--- config.mk ---
export PLATFORM = sky130hd
export DESIGN_NAME = chkv_mod
export DESIGN_NICKNAME = d
export VERILOG_FILES = /design/src/sv/chkv_mod.sv
export SDC_FILE = /design/constraint.sdc
export NUM_CORES = 1
export LEC_CHECK = 0
export BUFFER_PORTS_ARGS = -buffer_cell sky130_fd_sc_hd__buf_4
export CORE_UTILIZATION = 35
export DETAILED_ROUTE_END_ITERATION = 16
export SYNTH_ARGS = -nofsm -noshare
export SYNTH_HDL_FRONTEND = slang
export SYNTH_SLANG_ARGS = --single-unit
--- constraint.sdc ---
create_clock -name i_clk -period 6.4 [get_ports i_clk]
set_clock_uncertainty 0.2 [all_clocks]
set_input_delay 0.32 -clock i_clk [delete_from_list [all_inputs] [get_ports i_clk]]
set_output_delay 0.32 -clock i_clk [all_outputs]
set_load 0.005 [all_outputs]
--- src/sv/chkv_mod.sv ---
// Slot reduction: key modulo slot count, one quotient bit per cycle
`default_nettype none
module chkv_mod #(
    parameter int unsigned SLOT_W = 12,
    parameter int unsigned DIV_W  = 17
) (
    input  wire logic              i_clk,
    input  wire logic              i_rst_n,
    input  wire logic              i_start,
    input  wire logic [63:0]       i_key,
    input  wire logic [DIV_W-1:0]  i_div,
    output logic                   o_done,
    output logic [SLOT_W-1:0]      o_slot
);
    logic [63:0]      r_key, n_key;
    logic [DIV_W:0]   r_rem, n_rem;
    logic [DIV_W-1:0] r_div;
    logic [6:0]       r_cnt, n_cnt;
    logic             r_busy, n_busy;
    logic [DIV_W:0]   w_sh;

    always_comb begin
        w_sh   = {r_rem[DIV_W-1:0], r_key[63]};
        n_key  = {r_key[62:0], 1'b0};
        n_rem  = (w_sh >= {1'b0, r_div}) ? w_sh - {1'b0, r_div} : w_sh;
        n_cnt  = r_cnt - 7'd1;
        n_busy = r_busy && (r_cnt != 7'd1);
        if (i_start) begin
            n_key  = i_key;
            n_rem  = '0;
            n_cnt  = 7'd64;
            n_busy = 1'b1;
        end
    end

    always_ff @(posedge i_clk) begin
        if (!i_rst_n) begin
            r_busy <= 1'b0;
            r_cnt  <= '0;
        end else begin
            r_busy <= n_busy;
            r_cnt  <= (r_busy || i_start) ? n_cnt : r_cnt;
        end
        if (i_start) r_div <= i_div;
        if (r_busy || i_start) begin
            r_key <= n_key;
            r_rem <= n_rem;
        end
    end

    assign o_done = r_busy && (r_cnt == 7'd1);
    assign o_slot = n_rem[SLOT_W-1:0];
endmodule
`default_nettype wire

### Word level (Yosys, flattened, before mapping)

Index checks and enable logic that the tools add are counted.
Widths: inputs -> output; s select.

| word-level totals | value |
|---|---|
| bits in registers | 106 |
| input bits | 84 |
| output and inout port bits | 13 |
| logic and storage cells | 20 |

| operators by class | value |
|---|---|
| add/sub/neg operators | 2 |
| magnitude comparators | 1 |
| equality and inequality tests | 2 |
| mux-type cells | 5 |
| reductions and logical operators | 3 |

Operators by type and width:

| operator | count |
|---|---|
| $mux 64 | 1 |
| $ge 18x17->1 | 1 |
| $mux 17 | 1 |
| $sub 17x17->17 | 1 |
| $mux 12 | 1 |
| $eq 7x1->1 const B | 1 |
| $mux 7 | 1 |
| $ne 7x1->1 const B | 1 |
| $sub 7x1->7 const B | 1 |
| $logic_and 1x1->1 | 2 |
| $logic_or 1x1->1 | 1 |
| $mux 1 | 1 |

### Logic depth before layout (Yosys ltp)

| logic depth | value |
|---|---|
| word-level depth | 3 |
| mapped depth | 11 |
| gate-level depth less buffers | 10 |

### Worst setup path after synthesis

OpenSTA, ideal clock, no wires.

| timing | value |
|---|---|
| kind | reg2out |
| start point | register r_key[63] |
| end point | output port o_slot[2] |
| arrival time | 2.298 ns |
| path slack | 3.582 ns |
| cell stages (with the launch flop) | 11 |
| buffers on the path | 0 |
| cells stage by stage | edfxtp_1 -> inv_1 -> ha_1 -> inv_1 -> fa_1 -> a21o_1 -> a221oi_4 -> o21ai_4 -> o21ai_4 -> nand2_2 -> a211oi_1 |

| between the ends | value |
|---|---|
| cells in the longest elaborated chain, start to end | 3 |
| elaborated cells between the ends (all ways) | 4 |
| classes of those cells | add/sub: 1; order compare: 1; mux: 2 |

RTL lines:

| element | line | source |
|---|---|---|
| from (decl) | 15 | `logic [63:0] r_key, n_key;` |
| from (signal assigned) | 46 | `r_key <= n_key;` |
| $sub 17x17->17 / $ge 18x17->1 (equally long branches) | 25 | `n_rem = (w_sh >= {1'b0, r_div}) ? w_sh - {1'b0, r_div} : w_sh;` |
| $mux 17 * | 25 |  |
| $mux 12 * | 28 | `if (i_start) begin` |
| to (decl) | 13 | `output logic [SLOT_W-1:0] o_slot` |

Every way passes the cells marked *; elsewhere a longest branch is shown, timed or not.

### Worst setup path after layout

Same ends and word-level chain as after synthesis.

==> flow_metrics.env <==
export IMPL_status="completed"
export IMPL_syn_nets=511
export IMPL_yosys_warnings=0
export IMPL_synth_common_cells="edfxtp_1, mux2_2, a21oi_1"
export IMPL_tightest_slew_ns=1.16
export IMPL_async_flop_share_pct=0
export IMPL_total_power_mw=2.26
export IMPL_synth_edf_count=98
export IMPL_avgViaCountPerCell=5.09
export IMPL_muxShareOfSynthArea_pct=13.2
export IMPL_synth_ff_type="edfxtp_1"
export IMPL_path_class="reg -> out"
export IMPL_core_area_um2=14800
export IMPL_hold_violations=0
export IMPL_clkLatencyLatePin_ns=0.35
export IMPL_rr_endpoint="r_rem[2]$_DFFE_PP_"
export IMPL_synth_top_area_share_pct=54.8
export IMPL_syn_area_per_cell_um2=13.2
export IMPL_setup_viol=0
export IMPL_crit_buf_inv=3
export IMPL_power_leakage_nw=2.64
export IMPL_gr_total_overflow=0
export IMPL_syn_area_um2=5370
export IMPL_cts_tree="yes"
export IMPL_hold_class="in -> reg"
export IMPL_timing_fmax_mhz=250
export IMPL_slew_viol_final=0
export IMPL_fp_dieW_um=126
export IMPL_peakVddDrop_uv=183
export IMPL_fin_crit_ns=4.00
export IMPL_max_stage_delay_ns=0.44
export IMPL_drtPass1Iterations=6
export IMPL_synthXorXnorAreaFrac_pct=2.12
export IMPL_grt_max_degree=82
export IMPL_clk_root_buffer_cell="clkbuf_16"
export IMPL_grt_pass1_vias=3737
export IMPL_htree_levels=3
export IMPL_r2r_start="r_key[63]$_DFFE_PP_"
export IMPL_drv_cap=0
export IMPL_cp_end_kind="primary output"
export IMPL_cts_made_buffers=9
export IMPL_crit_arrival_ns=3.48
export IMPL_synth_compound_area_share_pct=11.5
export IMPL_place_congestion=0.824
export IMPL_reg2regPathDepth=10
export IMPL_cts_max_path_buffers=2
export IMPL_layout_drive_gt1_share_pct=35.7
export IMPL_via_count=3575
export IMPL_ys_seq_area_share_pct=57.8
export IMPL_grt_pass1_wl_um=18200
export IMPL_initial_core_util_pct=36.4
export IMPL_path_delay_family="compound AO/OA/AOI/OAI gates"
export IMPL_power_density_nw_per_um2=335
export IMPL_slew_limit_headroom_pct=22.9
export IMPL_post_cts_resized=0
export IMPL_synth_cell_types=56
export IMPL_synthCells=407
export IMPL_die_height_um=126
export IMPL_syn_to_final_growth_pct=25.3
export IMPL_rsz0062_at_grt="false"
export IMPL_cts_sinks=106
export IMPL_hold_end="r_key[0]$_SDFFCE_PN0P_"
export IMPL_regToRegSetupSlack_ns=3.02
export IMPL_finalSetupTns_ns=0
export IMPL_hold_depth=2
export IMPL_drc=0
export IMPL_diodes=0
export IMPL_synth_top_area_cell="edfxtp_1"
export IMPL_grt_antenna_before_repair=0
export IMPL_setup_worst_path_start_class="flip-flop"
export IMPL_io_buffers=96
export IMPL_fin_nets=618
export IMPL_track_usage_pct=14.7
export IMPL_synthTopCellsByArea="edfxtp_1, mux2_2, ha_1, dfxtp_1, a21oi_1"
export IMPL_detail_route_antenna_nets=0
export IMPL_fin_crit_sh_pct=62.6
export IMPL_num_rows=44
export IMPL_ys_seq_elements=106
export IMPL_wire_per_inst_um=15.8
export IMPL_hp_start="i_key[0]"
export IMPL_synth_top_family_by_area="multiplexers"
export IMPL_die_area_um2=15800
export IMPL_ioPinCount=97
export IMPL_yosysMostFrequentCell="edfxtp_1"
export IMPL_worstPathCellList="inv_1, ha_1, inv_1, fa_1, a21o_1, a221oi_4, o21ai_4, o21ai_4, nand2_2, a211oi_1, buf_4"
export IMPL_wl_um=11100
export IMPL_path_clk_slew_ns=0.07
export IMPL_synth_fa_ha_area_share_pct=4.80
export IMPL_drt_iter0_drc=215
export IMPL_cp_required_ns=5.88
export IMPL_path_max_fanout=15
export IMPL_crit_slowest_cell="o21ai_4"
export IMPL_yosys_area_share_simple_pct=7.08
export IMPL_dp_hpwl_um=7430
[area by class of cell]
type                            instances  area [um2]
Inverter                               23        86.3
Clock buffer                           10         229
Sequential cell                       106        3100
Clock inverter                          5        86.3
Fill cell                            1375        8020
Multi-Input combinational cell        258        2080
Timing Repair Buffer                  116         916
Tap cell                              184         230
[logic make-up (layout without fill, tap and decap cells)]
logic type	after synthesis	after routing
buf+inv	43	154
flops	106	106
simple gates	76	76
compound gates	86	86
xor+xnor	13	13
fa+ha+maj	20	20
mux	63	63
[worst reg2reg max path: cells and delay by family (launching register included)]
kind / cells / cell delay [ns]
compound gates: 5 / 1.64
fa+ha+maj: 2 / 0.59
buf+inv: 2 / 0.15
flops: 1 / 0.41
simple gates: 1 / 0.18
[cell usage in the layout (no fill, tap or decap), types with 3 or more instances in the layout]
master and instances:
buf_4 98, edfxtp_1 98, mux2_2 63, a21oi_1 25
inv_1 23, ha_1 19, dlygate4sd3_1 18, nand2_1 17
nor2_1 16, nand3_1 13, o21ai_1 11, nor3_1 9
clkbuf_16 9, dfxtp_1 8, xnor2_1 7, o21a_1 6
xor2_1 6, a21o_1 5, nand4_1 4, a211oi_1 4
o21ai_0 4, a31oi_1 4, o2111ai_1 3, or3_1 3
[stage by stage]
step	instances	util [%]	worst slack, ns	cell area [um2]	hold WS (ns)
2_1_floorplan	407	-	3.58	5370	0.219
3_3_place_gp	669	42.3	2.87	6240	0.294
3_5_place_dp	669	42.3	2.76	6240	0.300
4_1_cts	702	45.6	2.35	6730	0.0349
5_1_grt	702	45.6	2.16	6730	0.0493
6_report	702	45.6	2.40	6730	0.0519
[report_power, final]
part           switching [mW]  internal, mW  leakage, nW
Sequential             0.0431         0.884         1.06
Clock                   0.254         0.345        0.154
Combinational           0.395         0.337         1.43
Total                   0.693          1.57         2.64
[timing repair]
| item | 4_1_cts | 5_1_grt |
|---|---|---|
| hold buffers | 18 | 0 |
| setup buffers | 0 | 0 |
| setup endpoints to repair | 0 | 0 |
| hold endpoints to repair | 18 | 0 |
[state kept, by name, indices dropped and copies added (netlist names)]
name    cells
r_div      17
r_key      64
r_rem      17
r_cnt       7
r_busy      1
[how the worst max path moves through the flow]
stage	start	slack, ns	end	depth (start not counted)
2_1_floorplan	r_key[63]$_DFFE_PP_	3.58	o_slot[2]	10
3_3_place_gp	r_key[63]$_DFFE_PP_	2.87	o_slot[2]	11
3_5_place_dp	r_key[63]$_DFFE_PP_	2.76	o_slot[2]	11
4_1_cts	r_key[63]$_DFFE_PP_	2.35	o_slot[2]	11
5_1_grt	r_key[63]$_DFFE_PP_	2.16	o_slot[2]	11
6_report	r_key[63]$_DFFE_PP_	2.40	o_slot[2]	11
[routing by layer]
metal / global-route usage, % / routed length (um) / vias to the layer above / share of wire [%]
met5: 0 / 0 / - / 0
met4: 4.25 / 147 / 0 / 1.3
met3: 6.67 / 864 / 9 / 7.8
met2: 23.6 / 5180 / 91 / 47
met1: 17.6 / 4920 / 1713 / 44
li1: - / - / 1762 / -
(Power assumes the default switching activity.)
